File: src/hdl/fis_pkg.sv
// ----------------------------------------------------------------------------
// fis_pkg: shared types and constants of the float insertion sorter
// Depth of the cell chain, word types and the float order key.
// ----------------------------------------------------------------------------
package fis_pkg;

    localparam int Depth = 64;

    typedef struct packed {
        logic [31:0] value_bits;
        logic        last_item;
    } t_in_word;

    typedef struct packed {
        logic [31:0] sorted_value;
        logic        last_result;
        logic        overflow;
    } t_out_word;

    // control broadcast from the top level to every cell
    typedef struct packed {
        logic        ins;
        logic        shl;
        logic        clr;
        logic [31:0] key;
        logic [31:0] value;
    } t_cell_ctl;

    // unsigned key whose order is the numeric order, both zeros alike
    function automatic logic [31:0] order_key(input logic [31:0] bits);
        logic [31:0] b;
        b = (bits[30:0] == 31'd0) ? 32'd0 : bits;
        return b[31] ? ~b : (b | 32'h8000_0000);
    endfunction

endpackage

File: src/hdl/fis_cell.sv
// ----------------------------------------------------------------------------
// fis_cell: one cell of the insertion chain
// Holds one value; on insert keeps, takes the new value or takes the left
// neighbor's value; on emit shifts toward the output end.
// ----------------------------------------------------------------------------
module fis_cell
    import fis_pkg::*;
(
    input  logic        i_clk,
    input  logic        i_rst_n,
    input  t_cell_ctl   i_ctl,
    input  logic        i_left_valid,
    input  logic        i_left_gt,
    input  logic [31:0] i_left_value,
    input  logic        i_right_valid,
    input  logic [31:0] i_right_value,
    output logic        o_valid,
    output logic        o_gt,
    output logic [31:0] o_value
);
    logic [31:0] r_value, r_key;
    logic        r_valid;
    logic        w_gt;

    assign w_gt    = r_valid && (r_key > i_ctl.key);
    assign o_valid = r_valid;
    assign o_gt    = w_gt;
    assign o_value = r_value;

    always_ff @(posedge i_clk) begin
        if (!i_rst_n || i_ctl.clr) begin
            r_valid <= 1'b0;
        end else if (i_ctl.shl) begin
            r_valid <= i_right_valid;
            r_value <= i_right_value;
            r_key   <= order_key(i_right_value);
        end else if (i_ctl.ins) begin
            if (i_left_gt) begin
                // everything from here on moves one place right
                r_valid <= i_left_valid;
                r_value <= i_left_value;
                r_key   <= order_key(i_left_value);
            end else if (w_gt || (!r_valid && i_left_valid)) begin
                // only the first cell holding a greater word, or the first empty cell, takes the new word
                r_valid <= 1'b1;
                r_value <= i_ctl.value;
                r_key   <= i_ctl.key;
            end
        end
    end
endmodule

File: config.mk
export PLATFORM = sky130hd
export DESIGN_NAME = fis_cell
export DESIGN_NICKNAME = d
export VERILOG_FILES = /design/src/hdl/fis_pkg.sv /design/src/hdl/fis_cell.sv
export SDC_FILE = /design/constraint.sdc
export NUM_CORES = 1
export LEC_CHECK = 0
export BUFFER_PORTS_ARGS = -buffer_cell sky130_fd_sc_hd__buf_2
export CAP_MARGIN = 30
export CORE_MARGIN = 3
export CORE_UTILIZATION = 25
export CTS_BUF_LIST = sky130_fd_sc_hd__clkbuf_8
export DETAILED_ROUTE_END_ITERATION = 7
export PLACE_DENSITY = 0.56
export SLEW_MARGIN = 20
export SYNTH_ARGS = -nofsm -noshare
export SYNTH_HDL_FRONTEND = slang
export SYNTH_SLANG_ARGS = --single-unit
File: constraint.sdc
create_clock -name i_clk -period 6.65 [get_ports i_clk]
set_clock_uncertainty 0.15 [all_clocks]
set_input_delay 0.3325 -clock i_clk [delete_from_list [all_inputs] [get_ports i_clk]]
set_output_delay 0.3325 -clock i_clk [all_outputs]
set_load 0.02 [all_outputs]
# Word-level counts from Yosys, hierarchy flattened
# Cells that the tools add are included.
classes:
  n_reduce_logical: 12
  magnitude_cmp: 1
  n_bitwise: 3
  n_mux: 16
op_table:
  columns: ["operator", "count"]
  rows:
  - ["$mux 32", 12]
  - ["$not 32->32", 2]
  - ["$logic_not 31->1", 2]
  - ["$gt 32x32->1", 1]
  - ["$mux 1", 4]
  - ["$reduce_and 3->1", 1]
  - ["$reduce_bool 3->1", 1]
  - ["$logic_and 1x1->1", 2]
  - ["$logic_not 1->1", 2]
  - ["$logic_or 1x1->1", 2]
  - ["$reduce_and 2->1", 1]
  - ["$reduce_bool 2->1", 1]
  - ["$not 1->1", 1]
totals:
  inputBits: 136
  regBits: 65

# Longest topological paths before layout
depth:
  ltp_word: 7
  mapped_depth: 7
  mapped_depth_nobuf: 7

# Worst setup path after synthesis
# OpenSTA, ideal clock, no wires.
synth_path:
  kind: "input port to flip-flop"
  from: "input i_ctl[63] in the netlist's numbering"
  to: "register r_value[0], in the netlist o_value[0] (enable)"
  arrival_ns: 4.717
  n_path_buf: 0
  slack_ns: 1.276
  setup_time_ns: 0.507
  path_stages: 7
  cell_sequence: "inv_1 ha_1 nand4_1 nor4_1 nand2_1 a31o_2 a21oi_1"
synth_via:
  elab_chain_len: 5
synth_rtl:
  columns: ["element", "line", "text"]
  rows:
  - ["from (decl)", "fis_cell.sv:11", "input t_cell_ctl i_ctl,"]
  - ["$gt 32x32->1", "fis_cell.sv:25", "assign w_gt = r_valid && (r_key > i_ctl.key);"]
  - ["$logic_and 1x1->1", "fis_cell.sv:25", null]
  - ["$logic_or 1x1->1", "fis_cell.sv:43", "end else if (w_gt || (!r_valid && i_left_valid)) begin"]
  - ["$reduce_bool 3->1 (no source line)", null, null]
  - ["$reduce_and 3->1 (no source line)", null, null]
  - ["to (signal assigned)", "fis_cell.sv:35", "r_value <= i_right_value;"]
  - ["to (signal assigned)", "fis_cell.sv:41", "r_value <= i_left_value;"]
  - ["to (signal assigned)", "fis_cell.sv:46", "r_value <= i_ctl.value;"]
  - ["to (decl)", "fis_cell.sv:21", "logic [31:0] r_value, r_key;"]
# No other way between the ends.
# A chain may end at the register's enable or synchronous reset.

# Worst setup path after layout
layout_path:
  from: "register r_key[27]"
  to: "register r_value[2], in the netlist o_value[2] (enable)"
layout_via:
  elab_chain_len: 5
layout_rtl:
  columns: ["element", "line", "text"]
  rows:
  - ["from (decl)", "fis_cell.sv:21", null]
  - ["from (signal assigned)", "fis_cell.sv:36", "r_key <= order_key(i_right_value);"]
  - ["from (signal assigned)", "fis_cell.sv:42", "r_key <= order_key(i_left_value);"]
  - ["from (signal assigned)", "fis_cell.sv:47", "r_key <= i_ctl.key;"]
  - ["$gt 32x32->1", "fis_cell.sv:25", null]
  - ["$logic_and 1x1->1", "fis_cell.sv:25", null]
  - ["$logic_or 1x1->1", "fis_cell.sv:43", null]
  - ["$reduce_bool 3->1 (no source line)", null, null]
  - ["$reduce_and 3->1 (no source line)", null, null]
# No other way between the ends.

==> key figures <==
Status
  • Run status: finished clean

Place
  • Placer Congestion: 0.898
  • Post-DP HPWL: 12.7 mm
  • Buffers added on ports: 169

Worst setup path
  • Required time reported for the critical path endpoint: 6.48 ns
  • Max Fanout on Critical Path: between 40 and 50
  • Capture point of the worst path: o_value[2]$_DFFE_PP_
  • Number of cells traversed by the worst register-to-register path: 7
  • Reg-to-reg setup timing slack: 3.12 ns
  • Worst r2r dst: o_value[2]$_DFFE_PP_
  • Critical path capture point type: register
  • Critical path origin: r_key[27]$_DFFE_PP_
  • Critical path type: register to register
  • Worst flop-to-flop path startpoint: r_key[27]$_DFFE_PP_
  • Worst setup SP type: register
  • Worst endpoint data arrival time: 3.36 ns

Hold path
  • Source of the worst hold timing path: i_right_valid
  • Hold Crit Class: input port to register

STA
  • Endpoints failing hold: 0
  • Final-layout setup total negative slack: 0 ns
  • RSZ-0062 raised after global routing: false
  • Setup violation total in the final timing report: 0
  • Fmax: 0.283 GHz
  • Worst hold-check slack: 0.0736 ns
  • Minimum period implied by the final worst setup slack: 3.53 ns
  • Final clock period utilization by the worst path: 0.531
  • Final slew viol count: 0
  • Relative slew slack: 0.375
  • Worst-margin pin slew: 0.937 ns

Detailed routing
  • Post-DR wirelength/cell: 18.7 um
  • Count of antenna-violating nets left after detailed routing: 0
  • WL final: 16.1 mm
  • Residual DRC count: 0
  • Vias after detailed routing: between 4000 and 5000
  • Via count normalized by instance count: 4.79
  • Iteration-0 DRC Markers: between 200 and 250
  • 1st-pass router iterations: 4

Yosys
  • Top FF cell, synth: edfxtp_1
  • Area share of the largest cell type after synthesis: 0.409
  • Mapped Cells: 473
  • Avg Cell Area, Syn: 9.94 sq um
  • Leading area contributor after synthesis: edfxtp_1
  • Cells taking the most area after synthesis: edfxtp_1, ha_1, mux2i_1, a221o_1, xnor2_1
  • Flops & latches, synth: 65
  • Sequential-to-total area share from yosys stat: 0.413
  • Netlist Area Pre-Place: 4700 sq um
  • Synthesized net count: 641
  • Synth async-reset ratio: 0
  • Unique cell type count in the Yosys netlist: 35
  • Number of synthesized flops with an enable pin: 64
  • Synth Warn #: 0

Clock tree
  • Clock root buffer: clkbuf_8
  • CTS hold repair buffers: 0
  • CTS-repair resized insts: 0
  • Max Buffers Root-to-Sink: 2
  • Clock buffer count from CTS: 9
  • Clock Sink Count: 65
  • CTS tree: built
  • CTS clk-pin slew, worst paths: 0.08 ns
  • Post-CTS Setup Inserts: 0
  • Number of H-tree levels: 3
  • Clock insertion delay at the later pin of the skew report: 0.35 ns

Cells and area
  • Number of antenna repair diodes: 0
  • Share of final-layout standard cells stronger than drive strength 1: 0.307
  • Total number of nets in the final design: 798
  • Area Growth Syn to Fin: 27.8%

GRT
  • Number of antenna violations at the first check in global routing: 0
  • Remaining global-route overflow: 0
  • Global-route wire length before repair: 23.9 mm
  • Global-route usage over all layers: 0.154
  • Pin count of the biggest net entering global routing: 70
  • Layer with the highest usage after global routing: met2
  • Via count of the first global-routing pass: about 4000
  • Met1 Resource Use GR: 0.205
  • Met3 Track Usage GR: 0.0234
  • Met2 track utilization from global routing: 0.259

Floorplanning
  • Number of top-level design ports: 170
  • Core Box Area: 18200 sq um
  • Width of the chip: 143 um
  • Die Y-Extent: approximately 140 um
  • Site Rows: roughly 50
  • Effective utilization at floorplan: 0.258
  • Die Footprint: roughly 20000 sq um

Power and ir drop
  • Power Dens Cells: 194 nW/um^2
  • Total leakage power: around 2.7 nW
  • Max VDD drop: 117 uV

Run
  • Number of violations of the max-capacitance limit: 0
cell usage in the layout, fill, tap and decap left out, types with 2 or more instances in the layout:
| cell | n |
|---|---|
| a21o_1 | 3 |
| a21oi_1 | 12 |
| a221o_1 | 30 |
| a221oi_1 | 3 |
| a22oi_1 | 3 |
| buf_2 | 169 |
| buf_4 | 4 |
| bufinv_16 | 3 |
| clkbuf_8 | 9 |
| clkinvlp_4 | 2 |
| edfxtp_1 | 64 |
| ha_1 | 32 |
| inv_1 | 37 |
| mux2i_1 | 32 |
| nand2_1 | 46 |
| nand2b_1 | 2 |
| nand3_1 | 4 |
| nand4_1 | 8 |
| nor2_1 | 33 |
| nor3_1 | 2 |
| nor4_1 | 16 |
| o21ai_0 | 41 |
| xnor2_1 | 31 |
| xor2_1 | 31 |
metal layers:
metal,part of all wire,vias up,wire length [um]
met5,0,-,0
met2,0.49,124,7940
met1,0.44,1943,7050
li1,-,2045,-
met4,0.020,0,329
met3,0.049,24,796
worst max-delay path: stages, from the launching register on:
cell,delay [ns]
edfxtp_1,0.39
ha_1,0.33
nand4_1,0.15
nor4_1,0.57
nand2_1,0.13
a31o_2,0.26
a21oi_4,0.51
buf_4,0.63
through the flow:
stage	util	worst slack, ns	area, sq um	std cells	total power [mW]
floorplan	-	1.28	4700	473	0.647
global placement	0.316	3.06	5750	847	0.755
detailed placement	0.317	2.97	5770	848	0.758
CTS	0.330	3.07	6010	864	1.18
global route	0.330	2.83	6010	864	1.23
finish	0.330	3.12	6010	864	1.17
cells in the mapped netlist, types with 2 or more instances:
master and number:
nor2_1 34, o21a_1 2, xnor2_1 31, a22oi_1 3, buf_2 7, o21ai_0 41, a21o_1 3, inv_1 37
buf_6 2, ha_1 32, buf_1 3, nor4_1 16, nor3_1 2, a221oi_1 3, mux2i_1 32, a21oi_1 13
nand2_1 46, nand3_1 4, nand2b_1 2, clkbuf_1 16, edfxtp_1 64, a221o_1 30, nand4_1 8, xor2_1 31
state kept, by name, summed over array words and instances, names as in the netlist:
register	flops
o_value	32
o_valid	1
r_key	32
logic make-up (layout without fill, tap and decap cells):
group                    count (synthesis)  after routing  share of synthesized area
AO/OA/AOI/OAI                          101            101                      0.151
XOR/XNOR                                62             62                      0.115
adder cells (fa/ha/maj)                 32             32                     0.0851
buffers and inverters                   65            227                     0.0569
flip-flops                              65             65                      0.413
multiplexers                            32             32                     0.0681
AND/OR/NAND/NOR                        116            116                      0.111
power breakdown:
group          internal [mW]  switching (mW)
Combinational          0.110           0.153
Sequential             0.480         0.00631
Clock                  0.249           0.167
worst min path at each step:
stage / endpoint / slack (ns) / cells after the start
finish: o_valid$_SDFFE_PN0P_ / 0.07 / 3
global route: o_valid$_SDFFE_PN0P_ / 0.08 / 3
CTS: o_valid$_SDFFE_PN0P_ / 0.06 / 3
floorplan: o_valid$_SDFFE_PN0P_ / 0.33 / 2
global placement: o_valid$_SDFFE_PN0P_ / 0.43 / 2
detailed placement: o_valid$_SDFFE_PN0P_ / 0.43 / 3
area by class of cell:
cell class	instances	area, sq um
flip-flops and latches	65	1940
fillers	1870	12200
clock buffers	9	124
inverters	37	139
well taps	229	287
multi-input cells	343	2510
repair buffers	174	891
clock inverters	7	119
Note: power is estimated with default switching activity, not from simulation.
